**src/sv/bccm_pkg.sv**
```systemverilog
// Shared types, constants and saturation helpers for the closed-curve measure block.
// No dependencies; boundary_closed_curve_measure imports it.
package bccm_pkg;

  localparam int FRAC_BITS      = 4;
  localparam int COORD_INT_BITS = 12;
  localparam int COORD_W        = COORD_INT_BITS + FRAC_BITS;
  localparam int CFG_W          = 12;
  localparam int LEN_W          = 36;
  localparam int SHOE_W         = 36;
  localparam int AREA_W         = 34;
  localparam int SQ_W           = 2 * COORD_W + 2;   // dx^2 + dy^2
  localparam int MUL_W          = COORD_W + 2;       // signed multiplier operand
  localparam int PROD_W         = 2 * MUL_W;
  localparam int LEG_W          = COORD_W + 3;       // signed leg added to the length sum
  localparam int MOVE_W         = 3;

  localparam logic [MOVE_W-1:0] MAX_MOVES = 3'd5;
  localparam logic [CFG_W-1:0]  IMAGE_SIZE_RESET = 12'd256;

  // register indexes of the configuration port
  localparam logic REG_IMAGE_HEIGHT = 1'b0;
  localparam logic REG_IMAGE_WIDTH  = 1'b1;

  typedef enum logic [7:0] {
    S_IDLE  = 8'b0000_0001,
    S_DX    = 8'b0000_0010,
    S_DY    = 8'b0000_0100,
    S_SH    = 8'b0000_1000,
    S_SQRT  = 8'b0001_0000,
    S_LEN   = 8'b0010_0000,
    S_WALK  = 8'b0100_0000,
    S_WSHOE = 8'b1000_0000
  } state_t;

  // Length sum plus a signed leg, clamped to [0, 2^LEN_W - 1].
  function automatic logic [LEN_W-1:0] sat_len(input logic [LEN_W-1:0] acc,
                                               input logic signed [LEG_W-1:0] leg);
    logic signed [LEN_W+1:0] s;
    s = $signed({2'b00, acc}) + $signed({{(LEN_W+2-LEG_W){leg[LEG_W-1]}}, leg});
    if (s[LEN_W+1])    return '0;
    else if (s[LEN_W]) return '1;
    else               return s[LEN_W-1:0];
  endfunction

  // Shoelace sum plus a signed term, clamped to the signed SHOE_W range.
  function automatic logic signed [SHOE_W-1:0] sat_shoe(
      input logic signed [SHOE_W-1:0] acc, input logic signed [SHOE_W:0] term);
    logic signed [SHOE_W+1:0] s;
    s = $signed({{2{acc[SHOE_W-1]}}, acc}) + $signed({term[SHOE_W], term});
    if (s[SHOE_W+1] == s[SHOE_W] && s[SHOE_W] == s[SHOE_W-1]) return s[SHOE_W-1:0];
    else if (s[SHOE_W+1]) return {1'b1, {(SHOE_W-1){1'b0}}};
    else                  return {1'b0, {(SHOE_W-1){1'b1}}};
  endfunction

  // floor(shoelace / 2), clamped to the signed AREA_W range.
  function automatic logic signed [AREA_W-1:0] area_of(input logic signed [SHOE_W-1:0] shoe);
    logic signed [SHOE_W-2:0] half;
    half = shoe[SHOE_W-1:1];
    if (half[SHOE_W-2:AREA_W-1] == '0 || half[SHOE_W-2:AREA_W-1] == '1)
      return half[AREA_W-1:0];
    else if (half[SHOE_W-2]) return {1'b1, {(AREA_W-1){1'b0}}};
    else                     return {1'b0, {(AREA_W-1){1'b1}}};
  endfunction

endpackage

```
**src/sv/boundary_closed_curve_measure.sv**
```systemverilog
// Top level of the closed-curve measure: perimeter and signed area of a vertex stream.
// Uses bccm_pkg for constants, the sequencer state type and saturation helpers.
//
// Usage:
//   Request channel: present x_coord, y_coord (unsigned, 4 fraction bits) and
//   last_vertex, raise start; the request is taken at a clock edge with start
//   high and busy low. The first vertex of a curve is only stored; unless it is
//   also the last, busy stays low. Every later vertex keeps busy high through
//   three passes through the shared 18x18 multiplier (dx^2, dy^2, shoelace term),
//   17 steps of the bit-serial square root and a step to add length and area.
//   A vertex with last_vertex set then closes the curve along the image
//   border one move at a time (at most five); a move up the right edge takes
//   an extra step, as its area term goes through the multiplier, and a last
//   step finishes; done pulses for one cycle in the cycle after that with
//   perimeter (4 fraction bits) and area (8 fraction bits), both saturated.
//   busy is already low while done is high, so the next curve may start then.
//   The receiver cannot stall: take perimeter and area while done is high.
//   Configuration: cfg_write, cfg_index (0 height, 1 width, in pixels) and
//   cfg_data; write only while idle between curves.
//   Reset (rst, synchronous) returns to idle, sets both image sizes to 256
//   and waits for the first vertex of a new curve.
module boundary_closed_curve_measure
  import bccm_pkg::*;
(
  input  logic                      clk,
  input  logic                      rst,
  input  logic                      start,
  output logic                      busy,
  input  logic [COORD_W-1:0]        x_coord,
  input  logic [COORD_W-1:0]        y_coord,
  input  logic                      last_vertex,
  input  logic                      cfg_write,
  input  logic                      cfg_index,
  input  logic [CFG_W-1:0]          cfg_data,
  output logic                      done,
  output logic [LEN_W-1:0]          perimeter,
  output logic signed [AREA_W-1:0]  area
);

  state_t state;

  logic [CFG_W-1:0]   image_height;
  logic [CFG_W-1:0]   image_width;

  logic [COORD_W-1:0] start_x, start_y, prev_x, prev_y;
  logic [COORD_W-1:0] cur_x, cur_y;
  logic               cur_last;
  logic               awaiting_first;

  logic [LEN_W-1:0]          length_sum;
  logic signed [SHOE_W-1:0]  shoelace_sum;

  logic signed [PROD_W-1:0]  prod;
  logic [SQ_W-1:0]           rem;
  logic [SQ_W-1:0]           root;
  logic [SQ_W-1:0]           bitv;
  logic [MOVE_W-1:0]         moves;

  wire accept = start && !busy;
  assign busy = (state != S_IDLE);

  // border coordinates in fixed point
  logic [COORD_W-1:0] h_fx, w_fx;
  assign h_fx = {image_height, {FRAC_BITS{1'b0}}};
  assign w_fx = {image_width, {FRAC_BITS{1'b0}}};

  // segment deltas
  logic signed [COORD_W:0] dx, dy, dy_prev;
  logic [COORD_W:0]        sum_x;
  assign dx      = $signed({1'b0, cur_x}) - $signed({1'b0, prev_x});
  assign dy      = $signed({1'b0, cur_y}) - $signed({1'b0, prev_y});
  assign dy_prev = $signed({1'b0, prev_y}) - $signed({1'b0, cur_y});
  assign sum_x   = {1'b0, prev_x} + {1'b0, cur_x};

  // one border move from (prev_x, prev_y)
  logic [COORD_W-1:0]      nx, ny;
  logic signed [COORD_W:0] wleg;
  logic                    right_move;
  logic                    at_start;
  logic                    walk_end;

  always_comb begin
    nx = prev_x;
    ny = prev_y;
    right_move = 1'b0;
    priority if (prev_x == '0 && prev_y != h_fx) begin
      ny = (start_x == '0 && start_y > prev_y) ? start_y : h_fx;
      wleg = $signed({1'b0, ny}) - $signed({1'b0, prev_y});
    end else if (prev_y == h_fx && prev_x != w_fx) begin
      nx = (start_y == h_fx && start_x > prev_x) ? start_x : w_fx;
      wleg = $signed({1'b0, nx}) - $signed({1'b0, prev_x});
    end else if (prev_x == w_fx && prev_y != '0) begin
      ny = (start_x == w_fx && start_y < prev_y) ? start_y : '0;
      wleg = $signed({1'b0, prev_y}) - $signed({1'b0, ny});
      right_move = 1'b1;
    end else begin
      nx = (start_y == '0 && start_x < prev_x) ? start_x : '0;
      wleg = $signed({1'b0, prev_x}) - $signed({1'b0, nx});
    end
  end

  assign at_start = (prev_x == start_x) && (prev_y == start_y);
  assign walk_end = at_start || (moves == MAX_MOVES);

  // shared multiplier operand select
  logic signed [MUL_W-1:0] mul_a, mul_b;

  always_comb begin
    mul_a = '0;
    mul_b = '0;
    unique case (state)
      S_DX: begin
        mul_a = MUL_W'(dx);
        mul_b = MUL_W'(dx);
      end
      S_DY: begin
        mul_a = MUL_W'(dy);
        mul_b = MUL_W'(dy);
      end
      S_SH: begin
        mul_a = $signed({1'b0, sum_x});
        mul_b = MUL_W'(dy_prev);
      end
      S_WALK: begin
        mul_a = $signed({2'b00, w_fx});
        mul_b = MUL_W'(wleg);
      end
      S_IDLE, S_SQRT, S_LEN, S_WSHOE: ;
      default: ;
    endcase
  end

  // square-root step
  logic [SQ_W:0]            trial;
  logic                     take;
  logic                     round_up;
  logic signed [LEG_W-1:0]  sqrt_leg;

  assign trial    = {1'b0, root} + {1'b0, bitv};
  assign take     = ({1'b0, rem} >= trial);
  assign round_up = (rem > root);
  assign sqrt_leg = $signed({1'b0, root[LEG_W-2:0]}) + $signed(LEG_W'(round_up));

  always_ff @(posedge clk) begin
    if (rst) begin
      state          <= S_IDLE;
      image_height   <= IMAGE_SIZE_RESET;
      image_width    <= IMAGE_SIZE_RESET;
      awaiting_first <= 1'b1;
      length_sum     <= '0;
      shoelace_sum   <= '0;
      start_x        <= '0;
      start_y        <= '0;
      prev_x         <= '0;
      prev_y         <= '0;
      moves          <= '0;
      done           <= 1'b0;
    end else begin
      done <= 1'b0;

      if (cfg_write) begin
        if (cfg_index == REG_IMAGE_HEIGHT) image_height <= cfg_data;
        else                               image_width  <= cfg_data;
      end

      unique case (state)
        S_IDLE: begin
          if (accept) begin
            cur_x    <= x_coord;
            cur_y    <= y_coord;
            cur_last <= last_vertex;
            moves    <= '0;
            if (awaiting_first) begin
              // first vertex: store it, clear the sums, no segment
              start_x        <= x_coord;
              start_y        <= y_coord;
              prev_x         <= x_coord;
              prev_y         <= y_coord;
              length_sum     <= '0;
              shoelace_sum   <= '0;
              awaiting_first <= 1'b0;
              if (last_vertex) state <= S_WALK;
            end else begin
              state <= S_DX;
            end
          end
        end
        S_DX: begin
          prod  <= mul_a * mul_b;
          state <= S_DY;
        end
        S_DY: begin
          prod  <= mul_a * mul_b;
          rem   <= prod[SQ_W-1:0];
          state <= S_SH;
        end
        S_SH: begin
          prod  <= mul_a * mul_b;
          rem   <= rem + prod[SQ_W-1:0];
          root  <= '0;
          bitv  <= {2'b01, {(SQ_W-2){1'b0}}};
          state <= S_SQRT;
        end
        S_SQRT: begin
          if (take) begin
            rem  <= rem - trial[SQ_W-1:0];
            root <= (root >> 1) + bitv;
          end else begin
            root <= root >> 1;
          end
          bitv <= bitv >> 2;
          if (bitv[0]) state <= S_LEN;
        end
        S_LEN: begin
          // prod still holds the shoelace term of this segment
          length_sum   <= sat_len(length_sum, sqrt_leg);
          shoelace_sum <= sat_shoe(shoelace_sum, {prod[PROD_W-1], prod[SHOE_W-1:0]});
          prev_x       <= cur_x;
          prev_y       <= cur_y;
          state        <= cur_last ? S_WALK : S_IDLE;
        end
        S_WALK: begin
          if (walk_end) begin
            perimeter      <= length_sum;
            area           <= area_of(shoelace_sum);
            done           <= 1'b1;
            length_sum     <= '0;
            shoelace_sum   <= '0;
            start_x        <= '0;
            start_y        <= '0;
            prev_x         <= '0;
            prev_y         <= '0;
            awaiting_first <= 1'b1;
            state          <= S_IDLE;
          end else begin
            length_sum <= sat_len(length_sum, LEG_W'(wleg));
            prev_x     <= nx;
            prev_y     <= ny;
            moves      <= moves + 1'b1;
            if (right_move) begin
              prod  <= mul_a * mul_b;
              state <= S_WSHOE;
            end
          end
        end
        S_WSHOE: begin
          // right-edge term is 2 * width * drop
          shoelace_sum <= sat_shoe(shoelace_sum, {prod[SHOE_W-1:0], 1'b0});
          state        <= S_WALK;
        end
        default: state <= S_IDLE;
      endcase
    end
  end

`ifndef NO_ASSERTIONS
  // a result strobe lasts one cycle
  a_done_pulse: assert property (@(posedge clk) disable iff (rst) done |=> !done)
    else $error("done held for more than one cycle");

  // the block is idle whenever a result is shown
  a_done_idle: assert property (@(posedge clk) disable iff (rst) done |-> !busy)
    else $error("done while busy");

  // a vertex after the first always starts the segment work
  a_seg_busy: assert property (@(posedge clk) disable iff (rst)
      (accept && !awaiting_first) |=> (state == S_DX))
    else $error("segment request did not start the multiplier pass");

  // the border walk is bounded
  a_moves_bound: assert property (@(posedge clk) disable iff (rst) moves <= MAX_MOVES)
    else $error("border walk exceeded its move limit");

  // a result always leaves the block waiting for a new first vertex
  a_done_rearm: assert property (@(posedge clk) disable iff (rst)
      done |-> (awaiting_first && length_sum == '0 && shoelace_sum == '0))
    else $error("state not cleared after a result");
`endif

endmodule

```
**config.mk**
```make
export PLATFORM = sky130hd
export DESIGN_NAME = boundary_closed_curve_measure
export DESIGN_NICKNAME = d
export VERILOG_FILES = /design/src/sv/bccm_pkg.sv /design/src/sv/boundary_closed_curve_measure.sv
export SDC_FILE = /design/constraint.sdc
export NUM_CORES = 2
export LEC_CHECK = 0
export BUFFER_PORTS_ARGS = -buffer_cell sky130_fd_sc_hd__buf_2
export CORE_AREA = 2 2 280 282
export DETAILED_ROUTE_END_ITERATION = 10
export DIE_AREA = 0 0 282 284
export GPL_TIMING_DRIVEN = 0
export PLACE_DENSITY_LB_ADDON = 0.12
export SYNTH_ARGS = -nofsm -noshare
export SYNTH_HDL_FRONTEND = slang
export SYNTH_SLANG_ARGS = --single-unit
```
**constraint.sdc**
```tcl
create_clock -name clk -period 12.45 [get_ports clk]
set_input_delay 1.8675 -clock clk [delete_from_list [all_inputs] [get_ports clk]]
set_output_delay 1.8675 -clock clk [all_outputs]
set_load 0.01 [all_outputs]
```
# ---- After elaboration in Yosys (flattened, before gate mapping)
# Index checks and enable logic that the tools add are counted.
dict set report word_totals {
  wordCells 195
  out_inout_bits 72
  regBits 414
  input_bits 50
}
dict set report op_classes {
  add_sub_neg 18
  bitwise_logic 3
  reduce_logical 42
  eq_ne 36
  mul 1
  mux 68
  n_lt_le_gt_ge 6
}
# op count
set op_table {}
lappend op_table {{$mux 36} 14}
lappend op_table {{$mux 16} 17}
lappend op_table {{$pmux 18 s4} 2}
lappend op_table {{$pmux 36 s4} 1}
lappend op_table {{$mux 34} 4}
lappend op_table {{$pmux 34 s2} 2}
lappend op_table {{$sub 16x16->17} 7}
lappend op_table {{$pmux 36 s3} 1}
lappend op_table {{$pmux 34 s3} 1}
lappend op_table {{$eq 16x16->1} 6}
lappend op_table {{$pmux 16 s3} 2}
lappend op_table {{$pmux 36 s2} 1}
lappend op_table {{$pmux 16 s2} 2}
lappend op_table {{$pmux 8 s8} 1}
lappend op_table {{$mux 17} 3}
lappend op_table {{$logic_not 16->1} 3}
lappend op_table {{$mux 8} 6}
lappend op_table {{$add 36x37->38} 1}
lappend op_table {{$add 37x17->38} 1}
lappend op_table {{$add 37x19->38} 1}
lappend op_table {{$add 36x36->37} 1}
lappend op_table {{$mul 18x18->36} 1}
lappend op_table {{$add 34x34->35} 1}
lappend op_table {{$ge 34x35->1} 1}
lappend op_table {{45 further kinds} 94}

# ---- Logic depth before layout (Yosys ltp)
dict set report logic_depth {
  depth_word 12
  depth_mapped 51
  ltp_nobuf 48
}

# ---- Worst setup path before layout
# No wires, ideal clock.
dict set report synth_path {
  path_kind {register to register}
  from {reg prev_x[1]}
  to {reg prod[32] (data pin)}
  t_required_ns 12.191
  stages_incl_launch_ff 50
  setup_slack_ns 0.948
  setup_time_ns 0.259
  arrival_time_ns 11.244
  period_less_slack_ns 11.502
  n_path_buf 3
  cell_sequence {dfxtp_1 inv_1 ha_1 nor2b_1 o21a_1 o21a_1 o21a_1 o21a_1 o21ai_0 a21oi_1 o21a_1 clkbuf_1 buf_1 nand2_1 ha_1 inv_1 fa_1 a211o_1 [... 14 more ...] fa_1 fa_1 fa_1 inv_1 fa_1 inv_1 ha_1 a21o_1 a21o_1 a21o_1 a21o_1 a21oi_1 nand3_1 a211oi_1 o21ai_0 a21o_1 a21oi_1 xnor2_1}
}
dict set report synth_via {
  elab_chain_cells 12
  word_cells_on_any_way 25
  cone_classes {add/sub (4); mul (1); order compare (2); eq/ne (2); mux (10); reduce/logical (6)}
}
# item line
set synth_rtl {}
lappend synth_rtl {{start, declared} boundary_closed_curve_measure.sv:45} ;# logic [COORD_W-1:0] start_x, start_y, prev_x, prev_y;
lappend synth_rtl {{start signal, assigned} boundary_closed_curve_measure.sv:177} ;# prev_x <= x_coord;
lappend synth_rtl {{start signal, assigned} boundary_closed_curve_measure.sv:218} ;# prev_x <= cur_x;
lappend synth_rtl {{start signal, assigned} boundary_closed_curve_measure.sv:237} ;# prev_x <= nx;
lappend synth_rtl {{$lt 16x16->1} boundary_closed_curve_measure.sv:97} ;# nx = (start_y == '0 && start_x < prev_x) ? start_x : '0;
lappend synth_rtl {{$logic_and 1x1->1} boundary_closed_curve_measure.sv:97}
lappend synth_rtl {{$mux 16} boundary_closed_curve_measure.sv:97}
lappend synth_rtl {{$sub 16x16->17} boundary_closed_curve_measure.sv:98} ;# wleg = $signed({1'b0, prev_x}) - $signed({1'b0, nx});
lappend synth_rtl {{$mux 17} boundary_closed_curve_measure.sv:92} ;# end else if (prev_x == w_fx && prev_y != '0) begin
lappend synth_rtl {{$mux 17} boundary_closed_curve_measure.sv:89} ;# end else if (prev_y == h_fx && prev_x != w_fx) begin
lappend synth_rtl {{$mux 17} boundary_closed_curve_measure.sv:86} ;# priority if (prev_x == '0 && prev_y != h_fx) begin
lappend synth_rtl {{$pmux 18 s4} boundary_closed_curve_measure.sv:111} ;# unique case (state)
lappend synth_rtl {{$mul 18x18->36 *} -}
lappend synth_rtl {{$mux 36} boundary_closed_curve_measure.sv:240} ;# if (right_move) begin
lappend synth_rtl {{$mux 36} boundary_closed_curve_measure.sv:223} ;# if (walk_end) begin
lappend synth_rtl {{$pmux 36 s2 *} boundary_closed_curve_measure.sv:166} ;# unique case (state)
lappend synth_rtl {{end signal, assigned} boundary_closed_curve_measure.sv:189} ;# prod <= mul_a * mul_b;
lappend synth_rtl {{end signal, assigned} boundary_closed_curve_measure.sv:193} ;# prod <= mul_a * mul_b;
lappend synth_rtl {{end signal, assigned} boundary_closed_curve_measure.sv:198} ;# prod <= mul_a * mul_b;
lappend synth_rtl {{end, declared} boundary_closed_curve_measure.sv:53} ;# logic signed [PROD_W-1:0] prod;
# Every way passes the cells marked *; elsewhere a longest branch is shown, timed or not. The select of a mux whose other input is x is not followed.
# A chain may end at the register's enable or synchronous reset.

# ---- Final worst setup path
dict set report layout_path {
  from {reg prev_y[2]}
  to {reg prod[34] (data pin)}
}
dict set report layout_via {
  elab_chain_cells 12
  word_cells_on_any_way 25
  cone_classes {add/sub (4); mul (1); order compare (2); eq/ne (2); mux (10); reduce/logical (6)}
}
# item line
set layout_rtl {}
lappend layout_rtl {{start, declared} boundary_closed_curve_measure.sv:45}
lappend layout_rtl {{start signal, assigned} boundary_closed_curve_measure.sv:178} ;# prev_y <= y_coord;
lappend layout_rtl {{start signal, assigned} boundary_closed_curve_measure.sv:219} ;# prev_y <= cur_y;
lappend layout_rtl {{start signal, assigned} boundary_closed_curve_measure.sv:238} ;# prev_y <= ny;
lappend layout_rtl {{$lt 16x16->1} boundary_closed_curve_measure.sv:93} ;# ny = (start_x == w_fx && start_y < prev_y) ? start_y : '0;
lappend layout_rtl {{$logic_and 1x1->1} boundary_closed_curve_measure.sv:93}
lappend layout_rtl {{$mux 16} boundary_closed_curve_measure.sv:93}
lappend layout_rtl {{$sub 16x16->17} boundary_closed_curve_measure.sv:94} ;# wleg = $signed({1'b0, prev_y}) - $signed({1'b0, ny});
lappend layout_rtl {{$mux 17} boundary_closed_curve_measure.sv:92}
lappend layout_rtl {{$mux 17} boundary_closed_curve_measure.sv:89}
lappend layout_rtl {{$mux 17} boundary_closed_curve_measure.sv:86}
lappend layout_rtl {{$pmux 18 s4} boundary_closed_curve_measure.sv:111}
lappend layout_rtl {{$mul 18x18->36 *} -}
lappend layout_rtl {{$mux 36} boundary_closed_curve_measure.sv:240}
lappend layout_rtl {{$mux 36} boundary_closed_curve_measure.sv:223}
lappend layout_rtl {{$pmux 36 s2 *} boundary_closed_curve_measure.sv:166}
# Marked as above.

==> results <==
- The flow ran to the end, but the final reports show violations.
- The checks that failed: max-capacitance violations.
- The clock network power share is 0.162.
- The worst min-delay path category is flip-flop to flip-flop.
- The combinational fraction of design power is 0.630.
- The largest total area in the synthesized netlist belongs to sky130_fd_sc_hd__fa_1.
- Of the post-synthesis cell area, the dominant cell type holds 0.138.
- After detailed routing, the number of remaining DRC violations is 0.
- The post-route clock skew is 0.0778 ns.
- STA classifies the critical path startpoint as a flip-flop.
- Power spread over the standard cell area amounts to 161 mW/mm^2.
- After synthesis, the mean cell area works out to ~8.4 um^2.
- Sorting the synthesized cells by area gives the leading types as sky130_fd_sc_hd__fa_1, sky130_fd_sc_hd__ha_1, sky130_fd_sc_hd__edfxtp_1, sky130_fd_sc_hd__dfxtp_1, sky130_fd_sc_hd__xnor2_1.
- The initial utilization of the core area, before any placement, comes to 0.647.
- The total die area is around 0.080 mm^2.
- The power share of the sequential group is 0.208.
- After technology mapping, the gate count stands at approximately 6k.
- Counting flops with a built-in enable in the synthesized netlist gives ~220.
- Data arrives at the worst endpoint at ~12 ns.
- The area of all sequential standard cells is 0.0102 mm^2.
- The clock-pin slew reported for the worst setup and hold paths after clock tree synthesis is roughly 0.060 ns.
- 122 I/O pins were placed.
- The maximum number of pins on one net before global-route repair is 34.
- The most used flip-flop cell after synthesis is sky130_fd_sc_hd__edfxtp_1.
- The H-tree was split into 2 levels.
- The number of global-route vias before repair is 44.1k.
- The number of buffers inserted by port buffering is 120.
- The slack of the critical path is between 0.3 and 0.4 ns.
- For the finished layout, the period the worst path requires is approximately 12 ns.
- Routability-driven placement finished with a final weighted congestion of 1.04.
- 0 antenna diodes ended up in the layout.
- The total overflow left after global routing is 0.
- At the later pin of the worst-skew pair, clock insertion delay measures roughly 0.65 ns.
- Counting stages on the worst path, the most repeated cell is sky130_fd_sc_hd__a21o_1.
- The data required time of the critical path is around 13 ns.
- Of the total power, the share spent switching nets is 0.508.
- Counting instances in the post-synthesis netlist gives the leading cell types as sky130_fd_sc_hd__nand2_1, sky130_fd_sc_hd__inv_1, sky130_fd_sc_hd__ha_1, sky130_fd_sc_hd__a21oi_1, sky130_fd_sc_hd__nor2_1.
- The net count of the mapped netlist is between 6k and 7k.
- The root buffer cell is sky130_fd_sc_hd__clkbuf_16.
- The floorplan has about 100 rows.
- The first TritonRoute pass finished after 8 iterations.
- The switching component of the power is between 4 and 5 mW.
- Dividing the final minimum period by the clock period gives 0.971.
- The hold buffer count at cts is 0.
- The max capacitance violation total is 1.
- In the final design database the tool counted 7020 nets.
- In this run the standard cell core region covers 0.0770 mm^2.
- The static leakage is 24.4 nW.
- Of the synthesized area, sequential elements account for 0.205.
- Internal power comes to between 4 and 5 mW.
- Of all flip-flops after synthesis, the portion carrying an async set or reset was 0.
- The worst setup timing slack at the placement stage is -1.13 ns.
- The slowest stage of the critical path is the sky130_fd_sc_hd__o41ai_1 cell.
- Wires add up to between 150000 and 200000 um.
- Counting the buffers created by CTS gives 50.
- For the final routed database, the setup TNS stands at 0 ns.
- Summing all multi-input logic gate instances after layout gives 0.0368 mm^2.
- The via total after detailed routing is ~46k.
- The CTS tree is yes.
- Synthesis inferred ~400 register bits.
- The type of the worst setup path is flip-flop to flip-flop.
- The number of instances in the placed design is 7062.
- The area growth from synthesis to layout is 7.80%.
- At the pin with the least slew margin, the transition time is roughly 1.5 ns.
- The critical path capture point type is a flip-flop.
- After the first detailed-routing iteration, the DRC count stood at around 4.4k.
- IR analysis of the VDD net gives a maximum drop of slightly below 200 uV.
- The horizontal die dimension is approximately 280 um.
- The filler cells instantiated in the layout total approximately 6.5k.
- The number of hold-slack violations in the final timing report is 0.
- The die height is around 280 um.
- The maximum buffer depth of the clock tree is 3.
- Once layout is complete, the utilization of the core stands at 0.698.
- The layout cell share with drive strength beyond 1 is 0.0634.
- The number of pins with negative max-slew slack in the final report came to 0.
- The number of antenna violations at the first check in global routing is 3.
- In the final routed layout, each cell accounts on average for around 23 um.
- The post-route non-filler standard cell count is 7163.
- The worst stage delay on the critical path is between 0.5 and 0.6 ns.
- Along the worst path, the maximum fanout reaches 10.
- The worst relative slew slack is 0.0130.
- The mapped cell area is between 0.04 and 0.05 mm^2.
- The overall fraction of global-route tracks in use is 0.399.
- The final number of setup-violating endpoints is 0.
- In this run the remaining antenna-violating nets after routing total 0.
- The maximum clock frequency is approximately 83 MHz.
- The most frequent cell after synthesis is sky130_fd_sc_hd__nand2_1.
- The via-per-instance ratio is 6.36.
- The total half-perimeter wirelength after legalization and detailed placement is around 130000 um.
- The global-route wire length before repair is roughly 250000 um.
- The unique cell type count in the Yosys netlist is 99.
- For this run, the number of Yosys warnings is 0.
- The number of clock sinks is ~400.
[area by class of cell]
cell class / count / area share
Buffer: 227 / 0.0177
Tap cell: 1040 / 0.0242
Sequential cell: 397 / 0.190
Inverter: 574 / 0.0401
Clock inverter: 20 / 0.00296
Clock buffer: 71 / 0.0253
Multi-Input combinational cell: 4695 / 0.685
Timing Repair Buffer: 139 / 0.0151
[metal layers]
layer	share of wire	vias to the layer above	GRT usage
li1	-	21099	-
met1	0.40	21660	0.523
met2	0.43	2277	0.614
met3	0.10	546	0.0846
met4	0.065	2	0.215
met5	0.000056	-	0
[critical path: cells and delay by family (launching register included)]
family	cells	cell delay [ns]
compound gates	20	4.99
fa+ha+maj	9	4.16
simple gates	5	0.86
buf+inv	5	0.58
flops	1	0.47
mux	1	0.35
xor+xnor	2	0.34
[through the flow]
| stage | power, mW | area [um^2] | hold WS, ns |
|---|---|---|---|
| after floorplan | 5.30 | 49800 | 0.465 |
| after global placement | 6.82 | 51700 | 0.485 |
| after detailed placement | 6.88 | 51900 | 0.491 |
| after CTS | 8.36 | 53500 | 0.499 |
| after global routing | 9.06 | 53700 | 0.522 |
| final | 8.63 | 53700 | 0.511 |
[state kept, by name, indices dropped and copies added (netlist names)]
| name | count |
|---|---|
| length_sum | 36 |
| perimeter | 36 |
| prod | 36 |
| shoelace_sum | 36 |
| area | 34 |
| rem | 34 |
| root | 34 |
| bitv | 17 |
| cur_x | 16 |
| cur_y | 16 |
| prev_x | 16 |
| prev_y | 16 |
| start_x | 16 |
| start_y | 16 |
| image_height | 12 |
| image_width | 12 |
| state | 8 |
| moves | 3 |
| awaiting_first | 1 |
| cur_last | 1 |
| done | 1 |
[power groups by stage]
stage	clock network (mW)	registers, mW	logic (mW)
6_report	1.40	1.79	5.44
5_1_grt	1.45	1.79	5.82
3_3_place_gp	0	1.80	5.02
2_1_floorplan	0	1.68	3.62
4_1_cts	1.41	1.77	5.17
3_5_place_dp	0	1.80	5.08
[path summary, 6_finish.rpt]
check,startpoint,end,slack [ns],depth (start not counted)
min,moves[1]$_SDFFE_PP0P_,moves[1]$_SDFFE_PP0P_,0.51,2
min reg2reg,moves[1]$_SDFFE_PP0P_,moves[1]$_SDFFE_PP0P_,0.51,2
max reg2reg,prev_y[2]$_SDFFE_PP0P_,prod[34]$_DFFE_PP_,0.36,42
max,prev_y[2]$_SDFFE_PP0P_,prod[34]$_DFFE_PP_,0.36,42
[kinds of logic (layout without fill, tap and decap cells)]
| kind of cell | after synthesis | in the layout | share of synthesized area |
|---|---|---|---|
| fa+ha+maj | 886 | 886 | 0.274 |
| buf+inv | 803 | 1031 | 0.0619 |
| mux | 44 | 44 | 0.00962 |
| xor+xnor | 448 | 448 | 0.0793 |
| simple gates | 1703 | 1703 | 0.161 |
| flops | 397 | 397 | 0.205 |
| compound gates | 1614 | 1614 | 0.210 |
[timing repair]
item / CTS / global route
pin swaps: 2 / 8
endpoints found under the setup margin: 14 / 14
setup buffers: 1 / 10
endpoints found under the hold margin: 0 / 0
resized for setup: 22 / 44
[placed cells by master, fill, tap and decap left out, types with 73 or more instances in the layout]
cell / n
sky130_fd_sc_hd__nor2_1: 389
sky130_fd_sc_hd__a31oi_1: 98
sky130_fd_sc_hd__xor2_1: 146
sky130_fd_sc_hd__o21ai_0: 343
sky130_fd_sc_hd__a21oi_1: 417
sky130_fd_sc_hd__fa_1: 343
sky130_fd_sc_hd__nor3_1: 74
sky130_fd_sc_hd__ha_1: 543
sky130_fd_sc_hd__xnor2_1: 300
sky130_fd_sc_hd__dfxtp_1: 168
sky130_fd_sc_hd__nand3_1: 139
sky130_fd_sc_hd__edfxtp_1: 224
sky130_fd_sc_hd__clkbuf_1: 196
sky130_fd_sc_hd__inv_1: 569
sky130_fd_sc_hd__buf_2: 140
sky130_fd_sc_hd__nor2b_1: 73
sky130_fd_sc_hd__a21o_1: 204
sky130_fd_sc_hd__and2_1: 114
sky130_fd_sc_hd__nand2_1: 619
Power figures use the tool's default switching activity.
